<file path="src/design/mtar_pkg.sv">
// Shared types, codes and helpers of the all-reduce sum unit.
// No dependencies; mtar_fifo, mtar_front, mtar_back and the top level refer to this package.
package mtar_pkg;

  localparam int MAX_ELEMENTS_DEF = 1024;
  localparam int MAX_RANKS_DEF    = 8;
  localparam int Q_DEPTH          = 4;

  // number_type codes
  localparam logic [2:0] NT_F32  = 3'd0;
  localparam logic [2:0] NT_F64  = 3'd1;
  localparam logic [2:0] NT_I32  = 3'd2;
  localparam logic [2:0] NT_I64  = 3'd3;
  localparam logic [2:0] NT_BF16 = 3'd4;

  // configuration register indexes
  localparam logic [1:0] CFG_NUMBER_TYPE   = 2'd0;
  localparam logic [1:0] CFG_RANKS_IN_USE  = 2'd1;
  localparam logic [1:0] CFG_ELEMENT_COUNT = 2'd2;

  // classified item handed from front to back
  typedef struct packed {
    logic        first;
    logic        last_rank;
    logic        last_elem;
    logic [2:0]  ntype;
    logic [9:0]  idx;
    logic [63:0] operand;
  } item_t;

  // round float32 bits to bfloat16, nearest-even, no NaN special case
  function automatic logic [15:0] round_bf16(input logic [31:0] b);
    logic [31:0] t;
    t = b + 32'h0000_7fff + {31'b0, b[16]};
    return t[31:16];
  endfunction

endpackage

</file>
<file path="src/design/mtar_fifo.sv">
// Short item queue between the front and back parts.
// Depends on mtar_pkg (item_t).
module mtar_fifo #(
  parameter int DEPTH = mtar_pkg::Q_DEPTH
) (
  input  logic            clk,
  input  logic            rst_n,
  input  logic            push,
  input  mtar_pkg::item_t push_item,
  output logic            full,
  input  logic            pop,
  output logic            nonempty,
  output mtar_pkg::item_t head
);

  localparam int PW = (DEPTH > 1) ? $clog2(DEPTH) : 1;
  localparam int CW = $clog2(DEPTH + 1);

  mtar_pkg::item_t  store_r [DEPTH];
  logic [PW-1:0]    wr_ptr_r, wr_ptr_nxt;
  logic [PW-1:0]    rd_ptr_r, rd_ptr_nxt;
  logic [CW-1:0]    count_r, count_nxt;

  assign full     = (count_r == CW'(DEPTH));
  assign nonempty = (count_r != '0);
  assign head     = store_r[rd_ptr_r];

  always_comb begin
    wr_ptr_nxt = wr_ptr_r;
    rd_ptr_nxt = rd_ptr_r;
    count_nxt  = count_r;
    if (push) begin
      wr_ptr_nxt = (wr_ptr_r == PW'(DEPTH - 1)) ? '0 : wr_ptr_r + 1'b1;
    end
    if (pop) begin
      rd_ptr_nxt = (rd_ptr_r == PW'(DEPTH - 1)) ? '0 : rd_ptr_r + 1'b1;
    end
    if (push && !pop) begin
      count_nxt = count_r + 1'b1;
    end else if (pop && !push) begin
      count_nxt = count_r - 1'b1;
    end
  end

  always_ff @(posedge clk) begin
    if (!rst_n) begin
      wr_ptr_r <= '0;
      rd_ptr_r <= '0;
      count_r  <= '0;
    end else begin
      wr_ptr_r <= wr_ptr_nxt;
      rd_ptr_r <= rd_ptr_nxt;
      count_r  <= count_nxt;
    end
  end

  always_ff @(posedge clk) begin
    if (push) begin
      store_r[wr_ptr_r] <= push_item;
    end
  end

endmodule

</file>
<file path="config.mk">
export PLATFORM = sky130hd
export DESIGN_NAME = mtar_fifo
export DESIGN_NICKNAME = d
export VERILOG_FILES = /design/src/design/mtar_pkg.sv /design/src/design/mtar_fifo.sv
export SDC_FILE = /design/constraint.sdc
export NUM_CORES = 1
export LEC_CHECK = 0
export BUFFER_PORTS_ARGS = -buffer_cell sky130_fd_sc_hd__buf_2
export CAP_MARGIN = 20
export CORE_ASPECT_RATIO = 1.25
export CORE_MARGIN = 2
export CORE_UTILIZATION = 46
export CTS_BUF_LIST = sky130_fd_sc_hd__clkbuf_4
export CTS_CLUSTER_DIAMETER = 60
export CTS_CLUSTER_SIZE = 14
export DETAILED_ROUTE_END_ITERATION = 12
export HOLD_SLACK_MARGIN = 0.15
export MAX_ROUTING_LAYER = met4
export PLACE_DENSITY = 0.69
export SLEW_MARGIN = 10
export SYNTH_ARGS = -nofsm -noshare
export SYNTH_HDL_FRONTEND = slang
export SYNTH_SLANG_ARGS = --single-unit
</file>
<file path="constraint.sdc">
create_clock -name clk -period 3 [get_ports clk]
set_input_delay 0.3 -clock clk [delete_from_list [all_inputs] [get_ports clk]]
set_output_delay 0.3 -clock clk [all_outputs]
set_load 0.02 [all_outputs]
</file>
# Yosys cells after proc, flatten, opt, wreduce, memory -nomap -nowiden
# Memory sizes are Yosys's and may differ from the RTL's. A register that Yosys moved wholly into a read port is not among the register bits.
# Index checks and enable logic that the tools add are counted.
[totals]
regBits = 7
mem_bits_rw = 320
inputBits = 84
elab_cells = 25
n_memories = 1
[mem_list]
columns = ["name", "words", "width", "rd", "rd_ports_with_merged_regs", "wr", "line_no", "text"]
rows = [
  ["store_r", 4, 80, 1, 1, 1, "mtar_fifo.sv:19", "mtar_pkg::item_t store_r [DEPTH];"],
]
[op_classes]
add_sub_neg = 4
n_eq_ne = 3
mux = 8
n_reduce_logical = 6
[ops]
columns = ["op", "n"]
rows = [
  ["2-bit 2-to-1 mux", 4],
  ["3-bit 2-to-1 mux", 2],
  ["2-bit by 1-bit adder with 2-bit output (second input constant)", 2],
  ["2-bit == test (second input constant)", 2],
  ["3-bit by 1-bit adder with 3-bit output (second input constant)", 1],
  ["3-bit == test (second input constant)", 1],
  ["3-bit nonzero test", 1],
  ["3-bit by 1-bit subtractor with 3-bit output (second input constant)", 1],
  ["1-bit logical AND", 2],
  ["1-bit zero test", 2],
  ["1-bit 2-to-1 mux", 2],
  ["2-bit nonzero test", 1],
]

# Depth between registers and ports, before layout
[depth]
word_depth = 4
depth_mapped = 7
mapped_depth_nobuf = 7

# Least setup slack after synthesis
# OpenSTA, ideal clock, no wires.
[synth_timing]
path_type = "register to register"
from = "register wr_ptr_r[0]"
to = "memory store_r[3][0] (netlist name) (enable)"
setup_ns = 0.447
arrival_ns = 2.411
path_slack_ns = 0.142
stages_incl_launch_ff = 3
path_buffers = 0
synth_period_minus_slack_ns = 2.858
cell_sequence = "dfxtp_1 > ha_1 > and2_1"
[synth_rtl]
columns = ["element", "line_no", "text"]
rows = [
  ["from (decl)", "mtar_fifo.sv:20", "logic [PW-1:0] wr_ptr_r, wr_ptr_nxt;"],
  ["from (signal assigned)", "mtar_fifo.sv:51", "wr_ptr_r <= wr_ptr_nxt;"],
  ["to (decl)", "mtar_fifo.sv:19", ""],
]
# Straight into the memory's write port.

==> impl_metrics.json <==
{
  "status": "complete, no violations",
  "globalplace.congestion": 0.7138,
  "clock_latency_ns": 0.67,
  "grt_max_degree": 61,
  "holdPathEnd": "store_r[0][5]$_DFFE_PP_",
  "startpoint_type": "flip-flop",
  "ys_seq_area_share_pct": 81.00,
  "cp.arrival_ns": 2.50,
  "hold_viol": 0,
  "crit_path_end_kind": "primary output",
  "tightest_slew_ns": 0.6031,
  "clk_path_buf_depth": 3,
  "r2r_end": "store_r[2][32]$_DFFE_PP_",
  "fin_skew_ns": 0.01759,
  "start_util_pct": 46.61,
  "core-area_um2": 25930,
  "viasPerCell": 5.187,
  "vias": 5633,
  "root_buffer": "clkbuf_4",
  "crit_fanout": 28,
  "reg2reg_slack_ns": 1.17,
  "p_total_mw": 8.136,
  "seq_area_um2": 9797,
  "syn_area_um2": 12090,
  "first_iter_violations": 274,
  "cts_sinks": 329,
  "crit_required_ns": 2.70,
  "drc_errors": 0,
  "wl_per_cell_um": 20.40,
  "io_pins": 166,
  "leakage_nw": 4.850,
  "pre_cts_ws_ns": 0.8568,
  "r2r-start": "wr_ptr_r[0]$_SDFFE_PN0P_",
  "ant_nets": 0,
  "final.setup.tns_ns": 0,
  "dp.cells": 962,
  "yosysWarningCount": 0,
  "die_area_um2": 27590,
  "fillers": 1959,
  "finalSetupViolCount": 0,
  "area_growth_pct": 19.43,
  "antenna_found_initial": 4,
  "hold_path_depth": 2,
  "die_x_um": 149.0,
  "grt_pass1_wl_um": 33850,
  "nNetsFinal": 826,
  "syn-num-nets": 553,
  "rows": 66,
  "rsz0062_at_grt": "no",
  "final_max_slew_viol_count": 0,
  "cts_made_buffers": 27,
  "hp-class": "input port to flip-flop",
  "finalNonFillerCells": 1086,
  "htree_levels": 1,
  "first_pass_iters": 4,
  "clk_pin_slew_worst_paths_ns": 0.14,
  "synthCells": 462,
  "wirelength_um": 22150,
  "die_h_um": 185.2,
  "slew_headroom_pct": 59.79,
  "fin_ws_ns": 0.1972,
  "worstHoldStart": "push_item[5]",
  "multi_input_area_um2": 2076,
  "ys_ff_latch": 329,
  "cts_tree": "built",
  "reg2regPathDepth": 4,
  "fin_crit_sh_pct": 93.43,
  "postSynthAreaPerCell_um2": 26.16,
  "cellPowerDensity_nw_per_um2": 563.7,
  "cap_violations": 0,
  "grt_pass1_vias": 6146,
  "ir_drop_v": 0.0004264,
  "fmax_ghz": 0.3568,
  "path_class": "flip-flop to primary output",
  "io_buffers": 165,
  "overflow": 0,
  "hold_ws_ns": 0.3530,
  "synth_cell_type_count": 22,
  "cts_setup_buffers": 0,
  "drive_gt1_share_pct": 40.43,
  "fin_crit_ns": 2.803,
  "detailed_place_hpwl_um": 13430,
  "track_usage_pct": 16.65
}
## where the power goes
part / internal, mW / switching (mW) / leakage, nW / total, mW
logic: 0.469 / 0.567 / 1.67 / 1.04
registers: 5.26 / 0.0798 / 3.01 / 5.34
clock network: 0.533 / 1.23 / 0.165 / 1.77
total: 6.26 / 1.88 / 4.85 / 8.14
## metal layers
| layer | vias to the layer above | routed length (um) | GRT usage, % |
|---|---|---|---|
| li1 | 2517 | - | - |
| met1 | 2942 | 8579 | 19.80 |
| met2 | 144 | 12200 | 29.88 |
| met3 | 30 | 1052 | 2.734 |
| met4 | 0 | 320 | 3.924 |
| met5 | - | 0 | - |
## cells in the mapped netlist (all sizes together)
library cell	instances	area share (%)
a21boi	1	0.062
and2	5	0.26
buf	18	1.8
dfxtp	9	1.5
edfxtp	320	80
fa	1	0.17
ha	6	0.62
inv	4	0.12
mux2i	4	0.33
mux4	80	15
nor2	1	0.031
nor2b	5	0.26
nor3	1	0.041
nor3b	1	0.062
o21a	1	0.062
o21ai	1	0.041
or3	2	0.10
xnor2	1	0.072
xor2	1	0.072
## timing repair
action | in CTS | in global routing
resized for setup | 0 | 0
hold buffers | 84 | 0
endpoints found under the hold margin | 329 | 0
## worst max-delay path by stage
stage / startpoint / cells after the start / end
finish: flip-flop / 3 / head[67]
CTS: flip-flop / 3 / head[67]
detailed placement: flip-flop / 3 / head[67]
floorplan: wr_ptr_r[0]$_SDFFE_PN0P_ / 2 / store_r[3][0]$_DFFE_PP_
global placement: flip-flop / 3 / head[3]
global route: flip-flop / 3 / head[67]
## placed cells by master, fill, tap and decap left out, types with 2 or more instances in the layout
master / Yosys / layout
dfxtp_4: 0 / 2
nor2b_1: 5 / 5
buf_2: 8 / 165
dlygate4sd3_1: 0 / 84
buf_12: 8 / 6
ha_1: 6 / 6
or3_1: 2 / 2
mux2i_1: 4 / 4
edfxtp_1: 320 / 320
mux4_2: 80 / 80
and2_4: 0 / 4
dfxtp_1: 9 / 7
inv_1: 4 / 4
diode_2: 0 / 4
clkbuf_4: 0 / 35
buf_4: 0 / 7
## flip-flops by register name, indices dropped and copies added, names as in the netlist, named ones only
name and count:
wr_ptr_r 2, count_r 3, store_r 320, rd_ptr_r 2
## cell type report
class / instances / share of cell area (%)
flip-flops and latches: 329 / 67.87
multi-input cells: 111 / 14.38
repair buffers: 262 / 12.74
well taps: 340 / 2.947
clock buffers: 35 / 1.820
inverters: 4 / 0.1040
diodes: 4 / 0.06935
clock inverters: 1 / 0.06068
## critical path, cell delays in order, from the launching register on
cell and delay [ns]:
dfxtp_4 0.76, buf_4 0.33, mux4_2 0.53, buf_2 0.17
## per-stage QoR
| stage | util [%] | instance area (um^2) |
|---|---|---|
| 3_3_place_gp | 51.34 | 13310 |
| 4_1_cts | 55.63 | 14420 |
| 5_1_grt | 55.66 | 14430 |
| 3_5_place_dp | 51.34 | 13310 |
| 6_report | 55.66 | 14430 |
| 2_1_floorplan | - | 12090 |
## cells by family (layout without fill, tap and decap cells)
kind of cell	Yosys count	count (layout)	synth area share (%)
AO/OA/AOI/OAI	3	3	0.1657
XOR/XNOR	2	2	0.1450
adder cells (fa/ha/maj)	7	7	0.7868
buffers and inverters	22	302	1.905
flip-flops	329	329	81.00
multiplexers	84	84	15.24
other	0	4	0
AND/OR/NAND/NOR	15	15	0.7557
Note: power is estimated with default switching activity, not from simulation.
