===== src/design/mtar_pkg.sv =====
// Shared types, codes and helpers of the all-reduce sum unit.
// No dependencies; mtar_fifo, mtar_front, mtar_back and the top level refer to this package.
package mtar_pkg;

  localparam int MAX_ELEMENTS_DEF = 1024;
  localparam int MAX_RANKS_DEF    = 8;
  localparam int Q_DEPTH          = 4;

  // number_type codes
  localparam logic [2:0] NT_F32  = 3'd0;
  localparam logic [2:0] NT_F64  = 3'd1;
  localparam logic [2:0] NT_I32  = 3'd2;
  localparam logic [2:0] NT_I64  = 3'd3;
  localparam logic [2:0] NT_BF16 = 3'd4;

  // configuration register indexes
  localparam logic [1:0] CFG_NUMBER_TYPE   = 2'd0;
  localparam logic [1:0] CFG_RANKS_IN_USE  = 2'd1;
  localparam logic [1:0] CFG_ELEMENT_COUNT = 2'd2;

  // classified item handed from front to back
  typedef struct packed {
    logic        first;
    logic        last_rank;
    logic        last_elem;
    logic [2:0]  ntype;
    logic [9:0]  idx;
    logic [63:0] operand;
  } item_t;

  // round float32 bits to bfloat16, nearest-even, no NaN special case
  function automatic logic [15:0] round_bf16(input logic [31:0] b);
    logic [31:0] t;
    t = b + 32'h0000_7fff + {31'b0, b[16]};
    return t[31:16];
  endfunction

endpackage


===== src/design/mtar_ifs.sv =====
// Channel interfaces of the all-reduce sum unit: input items, results, config writes.
// Depends on nothing; used by mtar_front, mtar_back and the top level.
interface mtar_in_if;
  logic        valid;
  logic        ready;
  logic [2:0]  rank;
  logic [9:0]  element_index;
  logic [63:0] operand_bits;
  modport source (output valid, rank, element_index, operand_bits, input ready);
  modport sink   (input valid, rank, element_index, operand_bits, output ready);
endinterface


interface mtar_cfg_if;
  logic        valid;
  logic        ready;
  logic [1:0]  index;
  logic [10:0] data;
  modport source (output valid, index, data, input ready);
  modport sink   (input valid, index, data, output ready);
endinterface


===== src/design/mtar_front.sv =====
// Front part: configuration registers, input acceptance and item classification.
// Depends on mtar_pkg and the channel interfaces in mtar_ifs.
module mtar_front #(
  parameter int MAX_ELEMENTS = mtar_pkg::MAX_ELEMENTS_DEF,
  parameter int MAX_RANKS    = mtar_pkg::MAX_RANKS_DEF
) (
  input  logic             clk,
  input  logic             rst_n,
  mtar_in_if.sink          in_ch,
  mtar_cfg_if.sink         cfg_ch,
  input  logic             q_full,
  output logic             push,
  output mtar_pkg::item_t  push_item
);

  logic [2:0]  number_type_r;
  logic [3:0]  ranks_r;
  logic [10:0] elems_r;
  logic [6:0]  nr;
  logic [16:0] ne;
  logic        keep;

  assign cfg_ch.ready = 1'b1;

  always_ff @(posedge clk) begin
    if (!rst_n) begin
      number_type_r <= mtar_pkg::NT_F32;
      ranks_r       <= 4'd1;
      elems_r       <= 11'd1;
    end else if (cfg_ch.valid) begin
      unique case (cfg_ch.index)
        mtar_pkg::CFG_NUMBER_TYPE:   number_type_r <= cfg_ch.data[2:0];
        mtar_pkg::CFG_RANKS_IN_USE:  ranks_r       <= cfg_ch.data[3:0];
        mtar_pkg::CFG_ELEMENT_COUNT: elems_r       <= cfg_ch.data;
        default: ;
      endcase
    end
  end

  // clamp to 1..MAX
  always_comb begin
    if (ranks_r == '0) nr = 7'd1;
    else if (7'(ranks_r) > 7'(MAX_RANKS)) nr = 7'(MAX_RANKS);
    else nr = 7'(ranks_r);
    if (elems_r == '0) ne = 17'd1;
    else if (17'(elems_r) > 17'(MAX_ELEMENTS)) ne = 17'(MAX_ELEMENTS);
    else ne = 17'(elems_r);
  end

  assign keep = (number_type_r <= mtar_pkg::NT_BF16) && (7'(in_ch.rank) < nr) &&
                (17'(in_ch.element_index) < ne);

  assign in_ch.ready = !q_full;
  assign push        = in_ch.valid && !q_full && keep;

  always_comb begin
    push_item.first     = (in_ch.rank == '0);
    push_item.last_rank = (7'(in_ch.rank) + 7'd1 == nr);
    push_item.last_elem = (17'(in_ch.element_index) + 17'd1 == ne);
    push_item.ntype     = number_type_r;
    push_item.idx       = in_ch.element_index;
    push_item.operand   = in_ch.operand_bits;
  end

endmodule


===== src/flat_wrapper.sv =====
// flat-port wrapper written by rule: the top's interface ports become plain ports
module mtar_front_flat 
#(
  parameter int MAX_ELEMENTS = mtar_pkg::MAX_ELEMENTS_DEF,
  parameter int MAX_RANKS    = mtar_pkg::MAX_RANKS_DEF
)
  (clk, rst_n, q_full, push, push_item, in_ch_valid, in_ch_rank, in_ch_element_index, in_ch_operand_bits, in_ch_ready, cfg_ch_valid, cfg_ch_index, cfg_ch_data, cfg_ch_ready);
  mtar_in_if in_ch_i ();
  mtar_cfg_if cfg_ch_i ();
  input  logic clk;
  input  logic rst_n;
  input  logic q_full;
  output logic push;
  output mtar_pkg::item_t push_item;
  input wire logic [$bits(in_ch_i.valid)-1:0] in_ch_valid;
  input wire logic [$bits(in_ch_i.rank)-1:0] in_ch_rank;
  input wire logic [$bits(in_ch_i.element_index)-1:0] in_ch_element_index;
  input wire logic [$bits(in_ch_i.operand_bits)-1:0] in_ch_operand_bits;
  output wire logic [$bits(in_ch_i.ready)-1:0] in_ch_ready;
  input wire logic [$bits(cfg_ch_i.valid)-1:0] cfg_ch_valid;
  input wire logic [$bits(cfg_ch_i.index)-1:0] cfg_ch_index;
  input wire logic [$bits(cfg_ch_i.data)-1:0] cfg_ch_data;
  output wire logic [$bits(cfg_ch_i.ready)-1:0] cfg_ch_ready;
  assign in_ch_i.valid = in_ch_valid;
  assign in_ch_i.rank = in_ch_rank;
  assign in_ch_i.element_index = in_ch_element_index;
  assign in_ch_i.operand_bits = in_ch_operand_bits;
  assign in_ch_ready = in_ch_i.ready;
  assign cfg_ch_i.valid = cfg_ch_valid;
  assign cfg_ch_i.index = cfg_ch_index;
  assign cfg_ch_i.data = cfg_ch_data;
  assign cfg_ch_ready = cfg_ch_i.ready;
  mtar_front #(.MAX_ELEMENTS(MAX_ELEMENTS), .MAX_RANKS(MAX_RANKS)) u_core (.clk(clk), .rst_n(rst_n), .in_ch(in_ch_i), .cfg_ch(cfg_ch_i), .q_full(q_full), .push(push), .push_item(push_item));
endmodule

===== config.mk =====
export PLATFORM = sky130hd
export DESIGN_NAME = mtar_front_flat
export DESIGN_NICKNAME = d
export VERILOG_FILES = /design/src/design/mtar_pkg.sv /design/src/design/mtar_ifs.sv /design/src/design/mtar_front.sv /design/src/flat_wrapper.sv
export SDC_FILE = /design/constraint.sdc
export NUM_CORES = 1
export LEC_CHECK = 0
export ABC_AREA = 1
export BUFFER_PORTS_ARGS = -buffer_cell sky130_fd_sc_hd__buf_4
export CAP_MARGIN = 0
export CORE_ASPECT_RATIO = 0.7
export CORE_UTILIZATION = 36
export CTS_CLUSTER_DIAMETER = 200
export CTS_CLUSTER_SIZE = 12
export DETAILED_ROUTE_END_ITERATION = 10
export MAX_ROUTING_LAYER = met4
export PLACE_DENSITY_LB_ADDON = 0.2
export SLEW_MARGIN = 0
export SYNTH_ARGS = -nofsm -noshare
export SYNTH_HDL_FRONTEND = slang
export SYNTH_SLANG_ARGS = --single-unit

===== constraint.sdc =====
create_clock -name clk -period 1.85 [get_ports clk]
set_input_delay 0.37 -clock clk [delete_from_list [all_inputs] [get_ports clk]]
set_output_delay 0.37 -clock clk [all_outputs]
set_load 0.005 [all_outputs]

# [Word-level counts from Yosys, hierarchy flattened]
# Index checks and enable logic that the tools add are counted.
[word_totals] reg_bits=18 latchBits=0 ramBits=0 romBits=0 inputBits=95 word_cells=30 memories=0
[classes] n_addsub=2 mul=0 div_mod_pow=0 order_cmp=5 n_eq_ne=4 shifts=0 n_mux=4 n_bitwise=0 n_reduce_logical=12
[op_table] op="== test 17 bit" n=1
[op_table] op="< comparator 10 x 17 -> 1 bit" n=1
[op_table] op="2-to-1 mux 17 bit" n=1
[op_table] op="adder 10 x 1 -> 11 bit (second input constant)" n=1
[op_table] op="> comparator 11 bit (second input constant)" n=1
[op_table] op="logical NOT 11 bit" n=1
[op_table] op="2-to-1 mux 11 bit" n=1
[op_table] op="== test 7 bit" n=1
[op_table] op="< comparator 3 x 7 -> 1 bit" n=1
[op_table] op="2-to-1 mux 7 bit" n=1
[op_table] op="AND reduction 2 bit" n=3
[op_table] op="adder 3 x 1 -> 4 bit (second input constant)" n=1
[op_table] op="> comparator 4 bit (second input constant)" n=1
[op_table] op="logical AND 1 bit" n=4
[op_table] op="logical NOT 4 bit" n=1
[op_table] op="2-to-1 mux 4 bit" n=1
[op_table] op="<= comparator 3 bit (second input constant)" n=1
[op_table] op="logical NOT 3 bit" n=1
[op_table] op="== test 2 x 1 -> 1 bit (second input constant)" n=1
[op_table] op="== test 2 bit (second input constant)" n=1
[op_table] op="logical NOT 2 bit" n=1
[op_table] op="logical NOT 1 bit" n=1

# [Longest topological paths before layout]
# Gate-level depths: netlist of run 1.
[logic_depth] depth_word=7 depth_mapped=12 depth_no_buf=12

# [Worst setup path before layout of run 1]
# Ideal clock, no wire load.
[synth_timing] path_kind="register to output" from="register u_core.elems_r[8]" to="output port push" t_arrival_ps=1727 t_required_ps=1480 slack_ps=-247 stages_incl_launch_ff=13 n_path_buf=0 path_cell_list="dfxtp_1 nor2_1 nand3_2 o21ai_4 nand2_2 ha_1 a21oi_1 o21ai_1 nand2_1 nand2_1 nand2_1 o2111ai_1 nor2_1"
[synth_between] elab_chain_len=6
[synth_rtl] item="start, declared" line_no="mtar_front.sv:18" text="logic [10:0] elems_r;"
[synth_rtl] item="start signal, assigned" line_no="mtar_front.sv:34" text="mtar_pkg::CFG_ELEMENT_COUNT: elems_r <= cfg_ch.data;"
[synth_rtl] item="> comparator 11 bit" line_no="mtar_front.sv:46" text="else if (17'(elems_r) > 17'(MAX_ELEMENTS)) ne = 17'(MAX_ELEMENTS);"
[synth_rtl] item="2-to-1 mux 11 bit" line_no="mtar_front.sv:46"
[synth_rtl] item="2-to-1 mux 17 bit (*)" line_no="mtar_front.sv:45" text="if (elems_r == '0) ne = 17'd1;"
[synth_rtl] item="< comparator 10 x 17 -> 1 bit (*)" line_no="mtar_front.sv:51" text="(17'(in_ch.element_index) < ne);"
[synth_rtl] item="logical AND 1 bit (*)" line_no="mtar_front.sv:50" text="assign keep = (number_type_r <= mtar_pkg::NT_BF16) && (7'(in_ch.rank) < nr) &&"
[synth_rtl] item="logical AND 1 bit (*)" line_no="mtar_front.sv:54" text="assign push = in_ch.valid && !q_full && keep;"
[synth_rtl] item="end, declared" line_no="flat_wrapper.sv:13" text="output logic push;"
# Every way passes the cells marked *; elsewhere a longest branch is shown, timed or not.

# [Worst setup path in the final report of run 1]
# Ends and elaborated chain as after synthesis.

==> results of run 1 <==
power by group through the flow:
stage | registers, W | logic [W] | clock network [W]
6_report | 0.000427 | 0.000469 | 0.000326
5_1_grt | 0.000428 | 0.000527 | 0.000349
4_1_cts | 0.000424 | 0.000464 | 0.000331
3_5_place_dp | 0.000430 | 0.000435 | 0
3_3_place_gp | 0.000430 | 0.000434 | 0
2_1_floorplan | 0.000430 | 0.000332 | 0
placed cells by master, fill, tap and decap left out, types with 2 or more instances in the layout:
cell type	n
a21oi_1	9
a21oi_2	2
buf_4	98
clkbuf_8	4
clkinv_1	2
dfxtp_1	9
dfxtp_2	9
ha_1	14
ha_4	2
inv_1	28
inv_2	5
nand2_1	51
nand2_2	6
nand3_1	20
nand3_2	2
nand3b_1	2
nand4_1	4
nor2_1	40
nor2_2	4
nor3_4	2
o21a_1	3
o21ai_0	7
o21ai_1	12
xor2_1	6
worst reg2reg max path: cells and delay by family, from the launching register on:
family                 cells  cell delay [ns]
AO/OA/AOI/OAI              1             0.11
buffers and inverters      2             0.27
flip-flops                 1             0.51
through the flow:
step	power, W	TNS, ns	std cells	hold WS [ns]	cell area (um^2)
floorplan	0.0007615	-0.3283	329	0.4438	2193
global placement	0.0008632	-0.8432	421	0.5332	2425
detailed placement	0.0008653	-0.9364	421	0.5337	2425
CTS	0.001219	-1.315	429	0.3355	2574
global route	0.001305	-1.684	429	0.3358	2595
finish	0.001221	-1.326	429	0.3323	2595
path summary, 6_finish.rpt:
check / slack (ns) / startpoint / endpoint / cells after the start
worst max-delay path: -0.65 / u_core.elems_r[8] / push / 14
worst min-delay path: 0.33 / cfg_ch_data[4] / u_core.elems_r[4] / 3
worst max register to register: 0.91 / u_core.elems_r[10] / u_core.elems_r[10] / 3
worst min register to register: 0.55 / u_core.number_type_r[1] / u_core.number_type_r[1] / 2
per-layer routing:
metal	global-route usage	vias up	wire [um]
met3	0.05708	22	370
met2	0.2329	58	1934
met1	0.2462	808	2744
li1	-	1025	-
met4	0.05682	0	119
met5	-	-	0
registers in the layout, indices dropped and copies added (netlist names):
| name | cells |
|---|---|
| u_core.elems_r | 11 |
| u_core.ranks_r | 4 |
| u_core.number_type_r | 3 |
kinds of logic after synthesis:
kind of cell | Yosys count | share of synthesized area
AO/OA/AOI/OAI | 38 | 0.1007
AND/OR/NAND/NOR | 136 | 0.2766
XOR/XNOR | 7 | 0.03472
other | 1 | 0.001734
adder cells (fa/ha/maj) | 16 | 0.09259
flip-flops | 18 | 0.1667
buffers and inverters | 113 | 0.3270
layout make-up:
cell class | instances | area share
Clock buffer | 4 | 0.02122
Inverter | 35 | 0.05063
Multi-Input combinational cell | 198 | 0.4609
Sequential cell | 18 | 0.1432
Tap cell | 75 | 0.03616
Timing Repair Buffer | 99 | 0.2878
repair_timing:
action	in CTS	in global routing
buffers inserted	4	0
pin swaps	10	5
hold endpoints to repair	0	0
resized for setup	17	8
setup endpoints to repair	3	3
==> qor.yml, run 1 <==
global_routing:
  grt_pass1_vias: 1810
  track_usage: 0.1758
  grt_max_degree: 19
  grt_pass1_wl_um: 8397
  gr-total-overflow: 0
  grt_antenna_before_repair: 0
clocking:
  clock-root-buffer: "clkbuf_8"
  clkSlewWorstSetupHoldPaths_ns: 0.07
  cts_sinks: 18
  cts.path.max_buffers: 2
  htreeDepth: 1
  ctsHoldBuffers: 0
  numCtsBuffers: 3
  clk_latency_ns: 0.25
  cts_tree: "done"
power:
  powerDensity_nw_per_um2: 470.4
  power_frac_comb: 0.384
  p_clk_frac: 0.267
  p_sw_w: 0.0003798
  swShare: 0.3111
  ir_worst_vdd_v: 0.0002545
  power_leakage_nw: 1.323
  intPower_w: 0.0008410
  seqPwrFrac: 0.350
cells_and_area:
  register_area_um2: 371.6
  area_growth_pct: 20.02
  fin_nets: 466
  multi_input_area_um2: 1196
  fillers: 604
  drive_gt1_frac: 0.4011
  num_antenna_cells: 0
  postLayoutCoreUtil: 0.4509
route:
  wl_per_cell_um: 12.05
  vias: 1913
  firstDrtPassIters: 4
  wirelength_um: 5169
  drt-initial-drc-count: 85
  ant_nets: 0
  drcViolationCount: 0
  vias_per_cell: 4.459
synthesis:
  async_flop_share: 0
  ys_ff_latch: 18
  yosys-top-cells-area: "buf_4 (26%), dfxtp_1 (17%), ha_1 (9.3%)"
  synthMostInstantiatedCell: "buf_4"
  syn-cell-area_um2: 2162
  synthCells: 329
  yosys.area.top_type_share: 0.2604
  synth_seq_area_share: 0.1667
  synth-edff-count: 0
  yosys_warnings: 0
  avgSynthCellArea_um2: 6.572
  synth-main-ff-cell: "dfxtp_1"
  ys_top_cells_by_count: "buf_4 (75), nand2_1 (53), nor2_1 (45)"
  synth_top_area_cell: "buf_4"
  ys_types: 30
  synth_fp_nets: 440
worst_setup_path:
  crit_family: "simple AND/OR/NAND/NOR gates"
  crit_buf_inv: 2
  cpMostUsedCell: "nand2_1"
  criticalPathCategory: "reg2out"
  crit_arrival_ns: 2.13
  critPathMaxFanout: 5
  required_ns: 1.48
  cp-end-kind: "output port"
  cp_cell_sequence: "nor2_2, nand3_2, o21ai_4, buf_6, nand2_2, ha_4, a21oi_2, o21ai_1, nand2_1, nand2_1, nand2_1, o2111ai_2, nor2_1, buf_4"
  cp_slowest_stage_delay_ns: 0.32
  worstSetupStartpointType: "register"
  crit_slowest_cell: "dfxtp_2"
floorplan:
  initial_utilization: 0.3757
  num_rows: 23
  die_x_um: 94.63
  dieHeight_um: 66.84
  die-area_um2: 6325
  num_io_pins: 178
  core_um2: 5756
run_status:
  status: "finished with violations"
  violations: "setup timing"
timing:
  hold_viol: 0
  fmax_mhz: 399.8
  rsz0062_at_grt: "true"
  min_period_over_period: 1.352
  drv_slew: 0
  skew_ns: 0
  min_period_ns: 2.501
  setup_ws_ns: -0.6511
  finalSetupViolCount: 3
flow_run:
  max-cap-violations: 0
place:
  place_congestion: 0.8201
  io_buffer_count: 48
  dp_hpwl_um: 4233
  pre_cts_ws_ns: -0.4821
min_path:
  hp-class: "in2reg"
(Power assumes the default switching activity.)
==> run 2, diff against run 1 <==
--- a/config.mk
+++ b/config.mk
@@ -6,7 +6,7 @@
 export NUM_CORES = 1
 export LEC_CHECK = 0
 export ABC_AREA = 1
-export BUFFER_PORTS_ARGS = -buffer_cell sky130_fd_sc_hd__buf_4
+export BUFFER_PORTS_ARGS = -buffer_cell sky130_fd_sc_hd__buf_2
 export CAP_MARGIN = 0
 export CORE_ASPECT_RATIO = 0.7
 export CORE_UTILIZATION = 36
==> run 2 against run 1 <==
  * The flow still finishes with violations (setup timing)
  * Critical endpoint unchanged
  * Hold slack better by 0.016 ns
  * Clock power hardly changed
  * Highest routed layer unchanged
  * Die area stayed put
  * Largest power group unchanged
  * Sequential cell count stayed put
==> qor.yml, run 2 (synthesis gave the netlist of run 1 again) <==
cells_and_area:
  fillers: 632  # was 604
  num_antenna_cells: 0  # unchanged
  finalNonFillerCells: 428  # was 429
  layout_common_cells: "nand2_1 (50), buf_2 (48), buf_4 (47), nor2_1 (40), inv_1 (29)"  # was buf_4 (98), nand2_1 (51), nor2_1 (40), inv_1 (28), nand3_1 (20)
  fin_nets: 465  # was 466
  final_common_cell: "nand2_1"  # was buf_4
  drive_gt1_frac: 0.3966  # was 0.4011
  reg_top3: "u_core.elems_r x11, u_core.ranks_r x4, u_core.number_type_r x3"  # unchanged
  area_growth_pct: 15.39  # was 20.02%
  final_cell_area_um2: 2495  # was 2595 um^2
  top_register: "u_core.elems_r"  # unchanged
  largest_reg_flops: 11  # unchanged
route:
  ant_nets: 0  # unchanged
  wirelength_um: 5053  # was 5169 um
  drcViolationCount: 0  # unchanged
  vias: 1957  # was 1913
  wl_per_cell_um: 11.81  # was 12.05 um
  firstDrtPassIters: 4  # unchanged
  vias_per_cell: 4.572  # was 4.459
  drt-initial-drc-count: 75  # was 85
clocking:
  ctsHoldBuffers: 0  # unchanged
  numCtsBuffers: 3  # unchanged
  cts.path.max_buffers: 2  # unchanged
  cts_sinks: 18  # unchanged
  htreeDepth: 1  # unchanged
  clock-root-buffer: "clkbuf_8"  # unchanged
  clk_latency_ns: 0.25  # about the same
  cts_tree: "done"  # unchanged
  clkSlewWorstSetupHoldPaths_ns: 0.07  # about the same
worst_setup_path:
  cp_cell_sequence: "nor2_2, nand3_2, o21ai_4, buf_12, nand2_4, ha_4, a21oi_4, o21ai_2, nand2_1, nand2_1, nand2_1, o2111ai_2, nor2_1, buf_2"  # was nor2_2, nand3_2, o21ai_4, buf_6, nand2_2, ha_4, a21oi_2, o21ai_1, nand2_1, nand2_1, nand2_1, o2111ai_2, nor2_1, buf_4
  criticalPathCategory: "reg2out"  # unchanged
  crit_buf_inv: 2  # unchanged
  crit_arrival_ns: 2.12  # was 2.13 ns
  reg2reg_from: "u_core.elems_r[10]"  # unchanged
  crit_slowest_cell: "dfxtp_2"  # unchanged
  r2r_cells: 3  # unchanged
  cp_slowest_stage_delay_ns: 0.32  # about the same
  cp-end-kind: "output port"  # unchanged
  r2r_setup_slack_ns: 0.93  # was 0.91 ns
  path_depth: 14  # unchanged
  critPathMaxFanout: 5  # unchanged
  crit_start: "u_core.elems_r[4]"  # was u_core.elems_r[8]
  crit_family: "simple AND/OR/NAND/NOR gates"  # unchanged
  cp-endpoint: "push"  # unchanged
  worstSetupStartpointType: "register"  # unchanged
  reg2reg_to: "u_core.elems_r[10]"  # unchanged
  cpMostUsedCell: "nand2_1"  # unchanged
  required_ns: 1.48  # about the same
timing:
  drv_slew: 0  # unchanged
  finalSetupViolCount: 3  # unchanged
  min_period_over_period: 1.347  # was 1.352
  fmax_mhz: 401.3  # was 399.8 MHz
  min_period_ns: 2.492  # was 2.501 ns
  hold_ws_ns: 0.3484  # was 0.3323 ns
  tns_ns: -1.272  # was -1.326 ns
  hold_viol: 0  # unchanged
  setup_ws_ns: -0.6417  # was -0.6511 ns
  rsz0062_at_grt: "true"  # unchanged
  skew_ns: 0  # unchanged
flow_run:
  max-cap-violations: 0  # unchanged
run_status:
  status: "finished with violations"  # unchanged
  violations: "setup timing"  # unchanged
min_path:
  hp-class: "in2reg"  # unchanged
  worstHoldStart: "cfg_ch_data[4]"  # unchanged
  holdPathStages: 3  # unchanged
place:
  dp_hpwl_um: 4156  # was 4233 um
  dp.cells: 421  # unchanged
  io_buffer_count: 48  # unchanged
  pre_cts_ws_ns: -0.3848  # was -0.4821 ns
  place_congestion: 0.7778  # was 0.8201
  dpl_cell_area_um2: 2317  # was 2425 um^2
floorplan:
  num_rows: 23  # unchanged
  core_um2: 5756  # unchanged
  dieHeight_um: 66.84  # unchanged
  die-area_um2: 6325  # unchanged
  num_io_pins: 178  # unchanged
  die_x_um: 94.63  # unchanged
  initial_utilization: 0.3757  # unchanged
global_routing:
  grt_pass1_vias: 1712  # was 1810
  gr-total-overflow: 0  # unchanged
  track_usage: 0.1722  # was 0.1758
  grt_max_degree: 19  # unchanged
  grt_antenna_before_repair: 0  # unchanged
  grt_pass1_wl_um: 8155  # was 8397 um
power:
  p_clk_frac: 0.270  # was 0.267
  intPower_w: 0.0008209  # was 0.0008410 W
  power_leakage_nw: 1.295  # was 1.323 nW
  powerDensity_nw_per_um2: 482.2  # was 470.4 nW/um^2
  seqPwrFrac: 0.353  # was 0.350
  power_frac_comb: 0.376  # was 0.384
  swShare: 0.3176  # was 0.3111
  p_sw_w: 0.0003821  # was 0.0003798 W
  ir_worst_vdd_v: 0.0002597  # was 0.0002545 V
run 2: changes by cell type in the layout (fill, tap and decap cells not counted), moves of 2 or more:
| cell | change |
|---|---|
| a21oi_2 | -2 |
| a21oi_4 | +2 |
| dfxtp_2 | -2 |
| buf_4 | -51 |
| buf_2 | +48 |
| dfxtp_1 | +2 |
run 2: timing repair:
item                       in CTS  in global routing
setup endpoints to repair       3                  3
pin swaps                      16                  8
buffers inserted                2                  1
gates resized for setup        19                  8
run 2: layer usage:
layer	GRT usage	routed length [um]	vias up
li1	-	-	1026
met1	0.2590	2716	855
met2	0.2131	1919	56
met4	0.04735	105	0
met5	-	0	-
met3	0.05023	311	20
run 2: stage by stage:
stage	total power, W	utilization
after floorplan	0.0007615	-
after global placement	0.0008341	0.4026
after detailed placement	0.0008374	0.4026
after CTS	0.001193	0.4265
after global routing	0.001290	0.4335
final	0.001203	0.4335
run 2: area by class of cell:
cell class | count | area (um^2) | share of cell area
tap | 75 | 93.84 | 0.03761
inverter | 35 | 131.4 | 0.05266
timing repair buffer | 98 | 635.6 | 0.2548
sequential | 18 | 369.1 | 0.1479
multi-input combinational | 198 | 1210 | 0.4850
clock buffer | 4 | 55.05 | 0.02207
run 2: power by group through the flow:
stage | combinational (W) | clock (W) | sequential [W]
after floorplan | 0.000332 | 0 | 0.000430
after global placement | 0.000404 | 0 | 0.000430
after detailed placement | 0.000408 | 0 | 0.000429
after CTS | 0.000436 | 0.000333 | 0.000424
after global routing | 0.000511 | 0.000351 | 0.000427
final | 0.000453 | 0.000325 | 0.000425
run 2: how the worst min path moves through the flow:
stage                               to  slack, ns
2_1_floorplan        u_core.ranks_r[2]       0.44
3_3_place_gp   u_core.number_type_r[1]       0.53
3_5_place_dp   u_core.number_type_r[2]       0.53
4_1_cts              u_core.elems_r[5]       0.34
5_1_grt              u_core.elems_r[8]       0.36
6_report             u_core.elems_r[4]       0.35
run 2: worst min-delay path, stage by stage:
cell,delay (ns)
buf_2,0.08
nor2_1,0.04
nor2_1,0.09
